### src/design/assert_macros.svh
// Assertion macros shared by the echo timer modules.
// Every check is sampled on the rising edge of clk and is off while rst_n is low.
`ifndef ASSERT_MACROS_SVH
`define ASSERT_MACROS_SVH

// The property holds at every clock edge.
`define EPWD_ASSERT(label, prop, msg) \
  label: assert property (@(posedge clk) disable iff (!rst_n) (prop)) else $error(msg);

// When the condition holds, the consequence holds at the next clock edge.
`define EPWD_ASSERT_NEXT(label, pre, post, msg) \
  label: assert property (@(posedge clk) disable iff (!rst_n) (pre) |=> (post)) else $error(msg);

`endif

### src/design/epwd_pkg.sv
// ----------------------------------------------------------------------------
// epwd_pkg: shared definitions for the echo pulse width timer
// Channel count, field widths, register codes and the structs that pass
// between the channel lanes, the result merge and the top level.
// ----------------------------------------------------------------------------
package epwd_pkg;

  localparam int CHANNELS      = 3;
  localparam int OVERFLOW_BITS = 6;

  localparam int CountW  = 16;
  localparam int TicksW  = 22;
  localparam int DistW   = 16;
  localparam int LevelsW = 3;
  localparam int ChanW   = 2;
  localparam int CfgW    = 16;
  localparam int MultW   = 11;
  localparam int ProdW   = TicksW + MultW;

  localparam logic [MultW-1:0]         DistMult     = MultW'(1114);
  localparam logic [CountW-1:0]        CountMax     = '1;
  localparam logic [DistW-1:0]         DistMax      = '1;
  localparam logic [CountW-1:0]        ReloadReset  = CountW'(65535);
  localparam logic [OVERFLOW_BITS-1:0] LimitReset   = OVERFLOW_BITS'(63);

  typedef enum logic {
    REG_RELOAD = 1'b0,
    REG_LIMIT  = 1'b1
  } reg_idx_t;

  typedef struct packed {
    logic [CountW-1:0]        reload;
    logic [OVERFLOW_BITS-1:0] limit;
  } cfg_t;

  typedef struct packed {
    logic tick;
    logic rd;
    logic level;
  } lane_ctl_t;

  typedef struct packed {
    logic              done;
    logic [TicksW-1:0] ticks;
    logic [DistW-1:0]  cm;
    logic [DistW-1:0]  last_dist;
  } lane_res_t;

  typedef struct packed {
    logic [ChanW-1:0]  channel;
    logic              done;
    logic [TicksW-1:0] ticks;
    logic [DistW-1:0]  cm;
  } result_t;

endpackage

### src/design/epwd_lane.sv
// ----------------------------------------------------------------------------
// epwd_lane: one echo channel
// Edge detection, pulse counter with overflow count and saturation, latched
// count, distance conversion and the last distance returned.
// ----------------------------------------------------------------------------
`include "assert_macros.svh"

module epwd_lane (
  input  logic                clk,
  input  logic                rst_n,
  input  epwd_pkg::cfg_t      cfg,
  input  epwd_pkg::lane_ctl_t ctl,
  output epwd_pkg::lane_res_t res
);

  logic                                 prev_r, prev_nxt;
  logic                                 high_r, high_nxt;
  logic                                 done_r, done_nxt;
  logic [epwd_pkg::OVERFLOW_BITS-1:0]   ovf_r, ovf_nxt;
  logic [epwd_pkg::CountW-1:0]          cnt_r, cnt_nxt;
  logic [epwd_pkg::CountW-1:0]          latch_r, latch_nxt;
  logic [epwd_pkg::DistW-1:0]           last_r, last_nxt;
  logic [epwd_pkg::TicksW-1:0]          ticks;
  logic [epwd_pkg::ProdW-1:0]           prod;
  logic [epwd_pkg::DistW-1:0]           dist_cm;

  assign ticks   = epwd_pkg::TicksW'({ovf_r, latch_r});
  assign prod    = epwd_pkg::ProdW'(ticks) * epwd_pkg::ProdW'(epwd_pkg::DistMult);
  assign dist_cm = (|prod[epwd_pkg::ProdW-1:16 + epwd_pkg::DistW])
                   ? epwd_pkg::DistMax : prod[16 +: epwd_pkg::DistW];

  always_comb begin
    logic sat;
    sat       = 1'b0;
    prev_nxt  = prev_r;
    high_nxt  = high_r;
    done_nxt  = done_r;
    ovf_nxt   = ovf_r;
    cnt_nxt   = cnt_r;
    latch_nxt = latch_r;
    last_nxt  = last_r;
    if (ctl.tick) begin
      prev_nxt = ctl.level;
      if (!done_r) begin
        if (high_r) begin
          if (cnt_r >= cfg.reload) begin
            cnt_nxt = '0;
            if (ovf_r >= cfg.limit) begin
              done_nxt  = 1'b1;
              latch_nxt = epwd_pkg::CountMax;
              sat       = 1'b1;
            end else begin
              ovf_nxt = ovf_r + 1'b1;
            end
          end else begin
            cnt_nxt = cnt_r + 1'b1;
          end
          if (!sat && prev_r && !ctl.level) begin
            latch_nxt = cnt_nxt;
            done_nxt  = 1'b1;
          end
        end else if (ctl.level && !prev_r) begin
          cnt_nxt   = '0;
          ovf_nxt   = '0;
          latch_nxt = '0;
          high_nxt  = 1'b1;
        end
      end
    end else if (ctl.rd && done_r) begin
      last_nxt = dist_cm;
      done_nxt = 1'b0;
      high_nxt = 1'b0;
      ovf_nxt  = '0;
    end
  end

  always_ff @(posedge clk) begin
    if (!rst_n) begin
      prev_r  <= 1'b0;
      high_r  <= 1'b0;
      done_r  <= 1'b0;
      ovf_r   <= '0;
      cnt_r   <= '0;
      latch_r <= '0;
      last_r  <= '0;
    end else begin
      prev_r  <= prev_nxt;
      high_r  <= high_nxt;
      done_r  <= done_nxt;
      ovf_r   <= ovf_nxt;
      cnt_r   <= cnt_nxt;
      latch_r <= latch_nxt;
      last_r  <= last_nxt;
    end
  end

  assign res.done      = done_r;
  assign res.ticks     = ticks;
  assign res.cm        = dist_cm;
  assign res.last_dist = last_r;

  `EPWD_ASSERT(a_done_needs_high, !done_r || high_r, "lane done without a measurement")
  `EPWD_ASSERT(a_idle_ovf_clear, high_r || (ovf_r == '0), "overflow count set while idle")
  `EPWD_ASSERT_NEXT(a_read_rearms, ctl.rd && !ctl.tick && done_r, !done_r && !high_r,
                    "read of a finished channel did not rearm it")

endmodule

### src/design/epwd_merge.sv
// ----------------------------------------------------------------------------
// epwd_merge: result selection and output buffer
// Picks the addressed lane's measurement for a read and holds results in a
// main register with one skid entry behind it.
// ----------------------------------------------------------------------------
`include "assert_macros.svh"

module epwd_merge (
  input  logic                          clk,
  input  logic                          rst_n,
  input  epwd_pkg::lane_res_t           lanes [epwd_pkg::CHANNELS],
  input  logic                          push,
  input  logic [epwd_pkg::ChanW-1:0]    sel,
  output logic                          full,
  output logic                          out_valid,
  input  logic                          out_stall,
  output epwd_pkg::result_t             out_res
);

  epwd_pkg::result_t new_res;
  epwd_pkg::result_t main_r, skid_r;
  logic              main_v_r, skid_v_r;
  logic              take;

  always_comb begin
    new_res         = '0;
    new_res.channel = sel;
    for (int c = 0; c < epwd_pkg::CHANNELS; c++) begin
      if (int'(sel) == c) begin
        new_res.done  = lanes[c].done;
        new_res.ticks = lanes[c].done ? lanes[c].ticks : '0;
        new_res.cm    = lanes[c].done ? lanes[c].cm : lanes[c].last_dist;
      end
    end
  end

  assign take = main_v_r && !out_stall;

  always_ff @(posedge clk) begin
    if (!rst_n) begin
      main_v_r <= 1'b0;
      skid_v_r <= 1'b0;
    end else if (skid_v_r) begin
      if (take) begin
        main_r   <= skid_r;
        skid_v_r <= 1'b0;
      end
    end else if (push) begin
      if (!main_v_r || take) begin
        main_r   <= new_res;
        main_v_r <= 1'b1;
      end else begin
        skid_r   <= new_res;
        skid_v_r <= 1'b1;
      end
    end else if (take) begin
      main_v_r <= 1'b0;
    end
  end

  assign full      = skid_v_r;
  assign out_valid = main_v_r;
  assign out_res   = main_r;

  `EPWD_ASSERT(a_skid_behind_main, !skid_v_r || main_v_r, "skid entry without a main entry")
  `EPWD_ASSERT(a_no_push_when_full, !(push && skid_v_r), "result pushed into a full buffer")
  `EPWD_ASSERT(a_done_real_channel,
               !(main_v_r && main_r.done) || (int'(main_r.channel) < epwd_pkg::CHANNELS),
               "done result for a channel that does not exist")

endmodule

### src/design/echo_pulse_width_distance.sv
// ----------------------------------------------------------------------------
// echo_pulse_width_distance: three-channel ultrasonic echo timer
// Measures echo high time per channel in timer ticks and converts it to a
// distance in centimetres on a read request.
//
//   channel  direction  beat contents
//   in_      input      req_type, echo_levels, read_channel
//   out_     output     channel, done_res, pulse_ticks, distance_cm (reads only)
//   cfg_     input      reload_value (index 0), overflow_limit (index 1)
//
// One item is accepted per cycle unless stalled; read results are registered.
// Each channel lane updates its counter and edges on every accepted tick item.
// Results wait in a two-beat output buffer; in_stall rises only when it is full.
// Reset clears every channel; there is no clearing pass.
// ----------------------------------------------------------------------------
module echo_pulse_width_distance (
  input  logic                            clk,
  input  logic                            rst_n,
  input  logic                            in_valid,
  output logic                            in_stall,
  input  logic                            in_req_type,
  input  logic [epwd_pkg::LevelsW-1:0]    in_echo_levels,
  input  logic [epwd_pkg::ChanW-1:0]      in_read_channel,
  output logic                            out_valid,
  input  logic                            out_stall,
  output logic [epwd_pkg::ChanW-1:0]      out_channel,
  output logic                            out_done_res,
  output logic [epwd_pkg::TicksW-1:0]     out_pulse_ticks,
  output logic [epwd_pkg::DistW-1:0]      out_distance_cm,
  input  logic                            cfg_we,
  input  logic                            cfg_index,
  input  logic [epwd_pkg::CfgW-1:0]       cfg_data
);

  epwd_pkg::cfg_t      cfg_r;
  epwd_pkg::lane_ctl_t ctl [epwd_pkg::CHANNELS];
  epwd_pkg::lane_res_t lanes [epwd_pkg::CHANNELS];
  epwd_pkg::result_t   res;
  logic                accept;
  logic                full;

  always_ff @(posedge clk) begin
    if (!rst_n) begin
      cfg_r.reload <= epwd_pkg::ReloadReset;
      cfg_r.limit  <= epwd_pkg::LimitReset;
    end else if (cfg_we) begin
      unique case (epwd_pkg::reg_idx_t'(cfg_index))
        epwd_pkg::REG_RELOAD: cfg_r.reload <= cfg_data;
        epwd_pkg::REG_LIMIT:  cfg_r.limit  <= cfg_data[epwd_pkg::OVERFLOW_BITS-1:0];
        default: ;
      endcase
    end
  end

  assign accept   = in_valid && !full;
  assign in_stall = full;

  for (genvar c = 0; c < epwd_pkg::CHANNELS; c++) begin : g_lane
    assign ctl[c].tick  = accept && !in_req_type;
    assign ctl[c].rd    = accept && in_req_type && (int'(in_read_channel) == c);
    assign ctl[c].level = in_echo_levels[c];

    epwd_lane u_lane (
      .clk   (clk),
      .rst_n (rst_n),
      .cfg   (cfg_r),
      .ctl   (ctl[c]),
      .res   (lanes[c])
    );
  end

  epwd_merge u_merge (
    .clk       (clk),
    .rst_n     (rst_n),
    .lanes     (lanes),
    .push      (accept && in_req_type),
    .sel       (in_read_channel),
    .full      (full),
    .out_valid (out_valid),
    .out_stall (out_stall),
    .out_res   (res)
  );

  assign out_channel     = res.channel;
  assign out_done_res    = res.done;
  assign out_pulse_ticks = res.ticks;
  assign out_distance_cm = res.cm;

endmodule
### config.mk
export PLATFORM = sky130hd
export DESIGN_NAME = echo_pulse_width_distance
export DESIGN_NICKNAME = d
export VERILOG_FILES = /design/src/design/epwd_pkg.sv /design/src/design/epwd_lane.sv /design/src/design/epwd_merge.sv /design/src/design/echo_pulse_width_distance.sv
export VERILOG_INCLUDE_DIRS = /design/src /design/src/design
export SDC_FILE = /design/constraint.sdc
export NUM_CORES = 1
export LEC_CHECK = 0
export ABC_AREA = 1
export BUFFER_PORTS_ARGS = -buffer_cell sky130_fd_sc_hd__buf_2
export CORE_ASPECT_RATIO = 1.4
export CORE_MARGIN = 5
export CORE_UTILIZATION = 45
export CTS_BUF_LIST = sky130_fd_sc_hd__clkbuf_8
export CTS_CLUSTER_SIZE = 24
export DETAILED_ROUTE_END_ITERATION = 7
export MAX_ROUTING_LAYER = met4
export PLACE_DENSITY = 0.71
export SETUP_SLACK_MARGIN = 0.02
export SYNTH_ARGS = -nofsm -noshare
export SYNTH_HDL_FRONTEND = slang
export SYNTH_SLANG_ARGS = --single-unit
### constraint.sdc
create_clock -name clk -period 4.2 [get_ports clk]
set_clock_uncertainty 0.1 [all_clocks]
set_input_delay 0.21 -clock clk [delete_from_list [all_inputs] [get_ports clk]]
set_output_delay 0.21 -clock clk [all_outputs]
set_load 0.03 [all_outputs]
==> Yosys cells after proc, flatten, opt, wreduce, memory -nomap -nowiden <==
Index checks and enable logic that the tools add are counted.
{ "totals": {"reg_bits": 277, "input_bits": 28, "out_inout_bits": 43} }
{ "classes": {"n_addsub": 6, "multipliers": 3, "magnitude_cmp": 6, "n_eq_ne": 22, "muxes": 107, "n_bitwise": 7, "reduce_logical": 63} }
{ "ops": {"columns": ["cell", "n"], "rows": [
  ["two-way mux 16 bit", 27],
  ["two-way mux 41 bit", 4],
  ["two-way mux 6 bit", 21],
  ["two-way mux 39 bit", 3],
  ["multiplier 22 x 10 -> 32 bit, second input constant", 3],
  ["two-way mux 22 bit", 3],
  ["two-way mux 1 bit", 49],
  ["adder 16 x 1 -> 16 bit, second input constant", 3],
  ["greater-or-equal comparator 16 bit", 3],
  ["!= test 3 bit, second input constant", 12],
  ["AND reduction 5 bit", 6],
  ["logical AND 1 bit", 19],
  ["adder 6 x 1 -> 6 bit, second input constant", 3],
  ["greater-or-equal comparator 6 bit", 3],
  ["nonzero test 2 bit", 9],
  ["AND reduction 2 bit", 8],
  ["zero test 1 bit", 13],
  ["AND reduction 3 bit", 4],
  ["!= test 2 bit, second input constant", 5],
  ["!= test 3 x 1 -> 1 bit, second input constant", 3],
  ["AND reduction 4 bit", 2],
  ["inverter 1 bit", 7],
  ["== test 2 bit, second input constant", 2],
  ["zero test 2 bit", 1],
  ["logical OR 1 bit", 1]
]} }

==> Logic depth before layout (Yosys ltp) <==
Gate-level depths: netlist of run 1.
{ "logic_depth": {"depth_word": 13, "ltp_mapped": 26, "mapped_depth_nobuf": 26} }

==> By module <==
A second synthesis of run 1 with hierarchy kept.
{ "unflattened": {"hier_cells": 3791, "area_unflattened_um2": 28039.4} }
{ "by_module_without_submodules": {"columns": ["module", "n_inst", "cells_each", "area_per_inst_um2"], "rows": [
  ["epwd_lane at g_lane[1].u_lane", 1, 1031, 7526.0],
  ["epwd_lane at g_lane[2].u_lane", 1, 1034, 7453.4],
  ["epwd_lane at g_lane[0].u_lane", 1, 1025, 7420.9],
  ["epwd_merge", 1, 590, 4774.6],
  ["echo_pulse_width_distance", 1, 111, 864.6]
]} }

==> Least setup slack after synthesis of run 1 <==
No wires, ideal clock.
{ "synth_path": {"kind": "flip-flop to flip-flop", "start": "register u_merge.skid_v_r, in the netlist u_merge.full", "end": "register u_merge.main_r, in the netlist u_merge.out_res[0] (enable)", "arrival_ps": 4215, "required_ps": 3599, "slack_ps": -616, "path_stages_with_launch": 5, "path_buffers": 2, "period_less_slack_ps": 4816, "path_cell_list": "dfxtp_1 -> buf_2 -> buf_1 -> nand2_1 -> a211oi_1"} }
{ "synth_between": {"elab_chain_cells": 5} }
{ "synth_lines": {"columns": ["item", "line_no", "text"], "rows": [
  ["from (decl)", "epwd_merge.sv:22", "logic main_v_r, skid_v_r;"],
  ["from (signal assigned)", "epwd_merge.sv:42", "skid_v_r <= 1'b0;"],
  ["from (signal assigned)", "epwd_merge.sv:46", "skid_v_r <= 1'b0;"],
  ["from (signal assigned)", "epwd_merge.sv:54", "skid_v_r <= 1'b1;"],
  ["zero test 1 bit", "echo_pulse_width_distance.sv:55", "assign accept = in_valid && !full;"],
  ["logical AND 1 bit", "echo_pulse_width_distance.sv:55", null],
  ["logical AND 1 bit", "echo_pulse_width_distance.sv:76", ".push (accept && in_req_type),"],
  ["nonzero test 2 bit (no source line)", null, null],
  ["AND reduction 4 bit (no source line) *", null, null],
  ["to (signal assigned)", "epwd_merge.sv:45", "main_r <= skid_r;"],
  ["to (signal assigned)", "epwd_merge.sv:50", "main_r <= new_res;"],
  ["to (decl)", "epwd_merge.sv:21", "epwd_pkg::result_t main_r, skid_r;"]
]} }
Mark *: on every way between the ends. The rest lies on a longest branch, timed or not.
A chain may end at the register's enable or synchronous reset.

==> flow_summary_export.csv, run 1 <==
group,metric,value,unit
run_status,status,"finished, violations left",
run_status,violations,"negative setup slack",
power_and_ir_drop,switching_share,0.286,
timing,fmax,0.216,GHz
worst_setup_path,arrival,4.92,ns
worst_setup_path,crit_type,"flip-flop to flip-flop",
clock_network,cts-htree-levels,2,
grt,global_route.usage.total,0.271,
grt,grt_pass1_wl,139000,µm
place,hpwl,69800,µm
synthesis,yosysWarnings,0,
hold_path,hold_path.class,"input pin to flip-flop",
place,pre_cts_slack,-0.582,ns
synthesis,syn_nets,4450,
place,placed_area,31800,µm²
drt,drc,0,
worst_setup_path,rr_endpoint,"u_merge.out_res[6]",
final_layout,layout_common_cells,"830 x nand2_1, 666 x inv_1, 381 x buf_4",
place,place.gp.congestion,0.976,
timing,period_share,1.10,
clock_network,cts-buffers-inserted,48,
synthesis,seq_area_frac_synth,0.231,
final_layout,synthToLayoutAreaGrowth,33.6,%
power_and_ir_drop,power_frac_clock,0.417,
grt,overflow,0,
synthesis,synthArstFlopShare,0,
final_layout,num-nets-final,4934,
floorplan,ioPinCount,71,
drt,viasPerCell,5.20,
timing,setup_viol,50,
timing,fin_ws,-0.425,ns
worst_setup_path,reg2reg_slack,-0.42,ns
floorplan,fp-row-count,107,
worst_setup_path,slowest_stage,"fa_1",
timing,hold_viol,0,
synthesis,synth_area_per_cell,7.13,µm²
drt,routed_wl,91400,µm
drt,num_vias,27100,
worst_setup_path,cp_max_fo,5,
synthesis,synth.area.top_cells,"ha_1 18%, dfxtp_1 14%, nand2_1 14%",
worst_setup_path,worst-r2r-cell-count,25,
floorplan,die_h,303,µm
worst_setup_path,critPathRequiredTime,4.49,ns
clock_network,clockBufferDepth,3,
synthesis,synth_top_area_frac,0.181,
drt,drt-pass1-iter-count,6,
grt,antenna_found_initial,1,
hold_path,hp-start,"cfg_data[0]",
worst_setup_path,max_stage_delay,0.55,ns
hold_path,hold_end,"cfg_r[6]",
synthesis,ys_ff_latch,277,
power_and_ir_drop,p_int,4670,µW
floorplan,core-area,60800,µm²
timing,maxSlewHeadroom,0.398,
synthesis,syn_inst,3870,
clock_network,clkTransAtPathRegs,0.06,ns
place,port_buffers,70,
timing,rsz0062_at_grt,"true",
worst_setup_path,r2r-start,"g_lane[2].u_lane.latch_r[7]",
synthesis,synthDistinctLibCells,49,
final_layout,layout-drive-gt1-share,0.278,
grt,grt_pass1_vias,26500,
grt,grt_max_degree,76,
hold_path,hold_path_depth,4,
synthesis,synth_top_area_cell,"ha_1",
synthesis,netlist_area,27600,µm²
clock_network,cts_tree,"built",
floorplan,start_util,0.454,
power_and_ir_drop,p_switching,1880,µW
worst_setup_path,crit_path_frequent_cell,"inv_2",
timing,max_slew.worst_pin.slew,0.893,ns
final_layout,design_area,36900,µm²
power_and_ir_drop,comb_power_share,0.156,
power_and_ir_drop,power_density,178,nW/µm²
clock_network,cts_sinks,277,
synthesis,synth_edf_count,82,
synthesis,synth_flop_cell,"dfxtp_1",
drt,antenna_left,0,
clock_network,worstSkewPairLatency,0.69,ns
final_layout,final_common_cell,"nand2_1",
worst_setup_path,end_kind,"flip-flop",
worst_setup_path,start_kind,"flip-flop",
power_and_ir_drop,p_leak,0.0184,µW
power_and_ir_drop,sequentialPowerShare,0.428,
floorplan,die_x,219,µm
worst_setup_path,crit_family,"adder cells",
floorplan,dieArea,66500,µm²
power_and_ir_drop,vdd_drop_max,254,µV
worst_setup_path,crit_buf_inv,7,
timing,fin_crit,4.62,ns
clock_network,clock-root-buffer,"clkbuf_8",
drt,drt_iter0_markers,1781,
timing,maxSlewViolCount,0,
job,max_cap_viol_count,0,
drt,routedWlPerCell,17.5,µm
## metrics by stage
step	power, µW	instances	hold WS [ns]	TNS, ns	utilization
3_5_place_dp	3670	5023	0.334	-16.34	0.524
6_report	6550	5210	0.207	-11.86	0.607
4_1_cts	6480	5182	0.182	-9.51	0.578
3_3_place_gp	3650	5023	0.330	-12.98	0.524
5_1_grt	6790	5210	0.226	-22.41	0.607
2_1_floorplan	3370	3870	0.209	0	-
## power groups by stage
stage,Combinational (µW),Sequential [µW],Clock (µW)
after floorplan,491,2880,0
after global placement,784,2870,0
after detailed placement,800,2870,0
after CTS,916,2810,2750
after global routing,1110,2800,2870
final,1020,2800,2730
## cells by family (layout without fill, tap and decap cells)
kind of cell / after synthesis / after routing / synth area share
flops: 277 / 277 / 0.231
compound gates: 454 / 454 / 0.0960
buf+inv: 817 / 1339 / 0.112
simple gates: 1737 / 1737 / 0.259
fa+ha+maj: 552 / 552 / 0.292
xor+xnor: 33 / 33 / 0.0105
other cells: 0 / 1 / 0
## worst max-delay path by stage
stage / from / to / depth (start not counted)
after floorplan: g_lane[0].u_lane.ovf_r[0] / u_merge.out_res[13] / 20
after global placement: g_lane[2].u_lane.latch_r[12] / u_merge.out_res[6] / 23
after detailed placement: g_lane[0].u_lane.ovf_r[0] / u_merge.out_res[13] / 20
after CTS: g_lane[2].u_lane.latch_r[8] / u_merge.out_res[12] / 25
after global routing: g_lane[2].u_lane.latch_r[8] / u_merge.out_res[6] / 25
final: g_lane[2].u_lane.latch_r[7] / u_merge.out_res[6] / 25
## flip-flops by register name (all words and copies together), names as in the netlist
register               flops
g_lane.u_lane.prev_r       3
g_lane.u_lane.latch_r     48
u_merge.out_res           41
u_merge.out_valid          1
g_lane.u_lane.ovf_r       18
u_merge.skid_r            41
g_lane.u_lane.cnt_r       48
u_merge.full               1
g_lane.u_lane.last_r      48
g_lane.u_lane.done_r       3
g_lane.u_lane.high_r       3
cfg_r                     22
## cell type report
class                           instances  area [µm²]
Sequential cell                       277        6500
Tap cell                              817        1020
Multi-Input combinational cell       2776       21500
Clock buffer                           57         785
Clock inverter                         31         260
Timing Repair Buffer                  526        4050
Inverter                              725        2740
Fill cell                            5294       23900
Antenna cell                            1        2.50
## cells in the mapped netlist, types with 4 or more instances
| cell type | n |
|---|---|
| nor2_2 | 4 |
| edfxtp_1 | 82 |
| a31oi_1 | 7 |
| nand2_1 | 1011 |
| a21oi_1 | 208 |
| inv_1 | 711 |
| and2_1 | 5 |
| nor3_1 | 43 |
| ha_1 | 399 |
| o21ai_0 | 105 |
| a22oi_1 | 34 |
| fa_1 | 153 |
| buf_2 | 9 |
| a41oi_1 | 14 |
| inv_2 | 10 |
| nand3_1 | 211 |
| nand4_1 | 82 |
| nor4_1 | 6 |
| nand3b_1 | 7 |
| nor2_1 | 359 |
| xor2_1 | 28 |
| o211ai_1 | 46 |
| o21bai_1 | 9 |
| buf_1 | 12 |
| a32oi_1 | 5 |
| clkinv_1 | 4 |
| dfxtp_1 | 195 |
| clkbuf_1 | 68 |
| xnor2_1 | 5 |
| o21a_1 | 7 |
## routing by layer
metal,global-route usage,wire length (µm),vias up
met5,-,0,-
met4,0.119,4970,0
met3,0.0316,4340,205
met2,0.456,44400,798
met1,0.328,37700,12700
li1,-,-,13400
## worst min-delay path: stages
cell,delay [ns]
dlygate4sd3_1,0.52
buf_2,0.11
nand2_1,0.05
nand3_1,0.06
## what timing repair did
action,in CTS,in global routing
pin swaps,147,159
gates cloned,3,1
gates resized for setup,355,351
hold buffers,38,0
setup endpoints to repair,79,80
buffers inserted,32,29
hold endpoints to repair,66,0
(Power assumes the default switching activity.)
==> run 2, diff against run 1 <==
--- a/config.mk
+++ b/config.mk
@@ -7,15 +7,15 @@
 export NUM_CORES = 1
 export LEC_CHECK = 0
 export ABC_AREA = 1
-export BUFFER_PORTS_ARGS = -buffer_cell sky130_fd_sc_hd__buf_2
 export CORE_ASPECT_RATIO = 1.4
 export CORE_MARGIN = 5
 export CORE_UTILIZATION = 45
 export CTS_BUF_LIST = sky130_fd_sc_hd__clkbuf_8
 export CTS_CLUSTER_SIZE = 24
 export DETAILED_ROUTE_END_ITERATION = 7
+export DONT_BUFFER_PORTS = 1
 export MAX_ROUTING_LAYER = met4
-export PLACE_DENSITY = 0.71
+export PLACE_DENSITY = 0.7
 export SETUP_SLACK_MARGIN = 0.02
 export SYNTH_ARGS = -nofsm -noshare
 export SYNTH_HDL_FRONTEND = slang
==> run 2 against run 1 <==
Compared with the run above:
- the flow still finishes with violations (negative setup slack)
- count of clock-buffer cells in the layout did not move
- setup slack improved by 0.022 ns
- final area fell by 0.12%
- hold slack got worse by 0.11 ns
- clock power fell by 7%
- largest power group unchanged
==> flow_summary_export.csv, run 2 (synthesized netlist as in run 1, its figures left out) <==
group,metric,value,unit
drt,viasPerCell,5.26,
drt,routedWlPerCell,17.8,µm
grt,grt_max_degree,121,
worst_setup_path,arrival,4.86,ns
run_status,status,"finished, violations left",
floorplan,fp-row-count,107,
final_layout,layout-drive-gt1-share,0.264,
job,max_cap_viol_count,0,
floorplan,core-area,60800,µm²
clock_network,cts_tree,"built",
power_and_ir_drop,vdd_drop_max,302,µV
floorplan,dieArea,66500,µm²
place,dp.cells,4972,
floorplan,ioPinCount,71,
power_and_ir_drop,p_leak,0.0181,µW
place,hpwl,68200,µm
floorplan,die_x,219,µm
clock_network,cts-htree-levels,2,
final_layout,largestRegisters,"g_lane.u_lane.cnt_r: 48 flops, g_lane.u_lane.last_r: 48 flops, g_lane.u_lane.latch_r: 48 flops",
place,pre_cts_slack,-0.520,ns
timing,fmax,0.217,GHz
timing,setup_tns,-10.67,ns
final_layout,instances_no_fill,5184,
final_layout,final_common_cell,"nand2_1",
power_and_ir_drop,power_density,173,nW/µm²
clock_network,worstSkewPairLatency,0.67,ns
timing,max_slew.worst_pin.slew,1.06,ns
worst_setup_path,cp_max_fo,4,
timing,hold_viol,0,
drt,drt_iter0_markers,1729,
timing,rsz0062_at_grt,"true",
clock_network,clockBufferDepth,3,
grt,global_route.usage.total,0.277,
drt,num_vias,27300,
clock_network,cts_sinks,277,
worst_setup_path,start_kind,"flip-flop",
timing,maxSlewViolCount,0,
place,port_buffers,0,
worst_setup_path,crit_path_frequent_cell,"nand2_2",
drt,antenna_left,0,
hold_path,hold_path.class,"input pin to flip-flop",
final_layout,layout_common_cells,"841 x nand2_1, 661 x inv_1, 386 x buf_4",
drt,routed_wl,92200,µm
grt,overflow,0,
final_layout,num-nets-final,4907,
floorplan,start_util,0.454,
timing,fin_ws,-0.403,ns
worst_setup_path,crit_type,"flip-flop to flip-flop",
place,place.gp.congestion,0.939,
clock_network,clock-root-buffer,"clkbuf_8",
timing,fin_crit,4.60,ns
grt,grt_pass1_wl,142000,µm
final_layout,final_util,0.606,
grt,grt_pass1_vias,26800,
final_layout,synthToLayoutAreaGrowth,33.5,%
worst_setup_path,path_cells,"ha_4 -> ha_4 -> inv_2 -> fa_1 -> inv_1 -> fa_1 -> inv_1 -> fa_1 -> inv_2 -> ha_4 -> nand2_2 -> inv_2 -> nand2_1 -> nand2_1 -> nand3b_1 -> nand2_1 -> nand2_2 -> xnor2_2 -> nand3_2 -> nand2_2 -> nand3_2 -> nand2_2 -> nand2_2",
clock_network,cts-buffers-inserted,47,
worst_setup_path,max_stage_delay,0.51,ns
worst_setup_path,critPathRequiredTime,4.46,ns
timing,period_share,1.10,
drt,drt-pass1-iter-count,6,
grt,antenna_found_initial,2,
run_status,violations,"negative setup slack",
drt,drc,0,
timing,setup_viol,51,
floorplan,die_h,303,µm
worst_setup_path,slowest_stage,"fa_1",
timing,maxSlewHeadroom,0.295,
worst_setup_path,end_kind,"flip-flop",
clock_network,clkTransAtPathRegs,0.06,ns
==> run 2: cell types whose count changed in the layout (fill, tap and decap cells not counted), moves of 7 or more <==
cell / change
buf_6: +13
nand2_1: +11
ha_1: -11
nand3_2: -13
inv_2: +11
dlygate4sd3_1: +25
nand3_1: +7
buf_2: -70
ha_4: +11
nand2_2: -11
==> run 2: path summary, 6_finish.rpt <==
kind	from	to	slack (ns)	depth (start not counted)
hold / removal	in_echo_levels[0]	g_lane[0].u_lane.cnt_r[15]	0.1	5
setup / recovery	g_lane[2].u_lane.latch_r[7]	u_merge.out_res[5]	-0.40	23
setup reg to reg	g_lane[2].u_lane.latch_r[7]	u_merge.out_res[5]	-0.40	23
hold reg to reg	g_lane[0].u_lane.last_r[13]	g_lane[0].u_lane.last_r[13]	0.38	2
==> run 2: cell type report <==
| class | count | area [µm²] |
|---|---|---|
| sequential | 277 | 6510 |
| multi-input combinational | 2776 | 21500 |
| clock buffer | 57 | 785 |
| tap | 817 | 1020 |
| fill | 5165 | 23900 |
| inverter | 725 | 2730 |
| timing repair buffer | 500 | 4160 |
| clock inverter | 30 | 170 |
| antenna | 2 | 5.00 |
==> run 2: routing by layer <==
| metal | vias to the layer above | GRT usage | part of all wire |
|---|---|---|---|
| li1 | 13400 | - | - |
| met1 | 12800 | 0.328 | 0.40 |
| met2 | 890 | 0.466 | 0.49 |
| met3 | 274 | 0.0338 | 0.055 |
| met4 | 0 | 0.133 | 0.060 |
| met5 | - | - | 0 |
==> run 2: per-stage QoR <==
stage,hold WS [ns],instance area [µm²],power [µW]
floorplan,0.209,28100,3370
global placement,0.203,31600,3610
detailed placement,0.204,31600,3630
CTS,0.0467,35500,6310
global route,0.0942,36800,6620
finish,0.0997,36800,6370
==> run 2: repair_timing <==
action / 4_1_cts / 5_1_grt
setup buffers: 48 / 20
pin swaps: 136 / 173
gates cloned: 2 / 0
resized for setup: 385 / 309
hold buffers: 64 / 0
endpoints found under the setup margin: 79 / 80
hold endpoints to repair: 148 / 0
==> run 2: worst max-delay path: cells and delay by family (launching register included) <==
family | cells | cell delay, ns
fa+ha+maj | 6 | 2.27
simple gates | 11 | 0.99
flops | 1 | 0.36
xor+xnor | 1 | 0.29
buf+inv | 5 | 0.25
==> run 2: power breakdown <==
part           internal (µW)  switching, µW  total (µW)
logic                    415            578         993
registers               2770           56.9        2820
clock network           1300           1250        2550
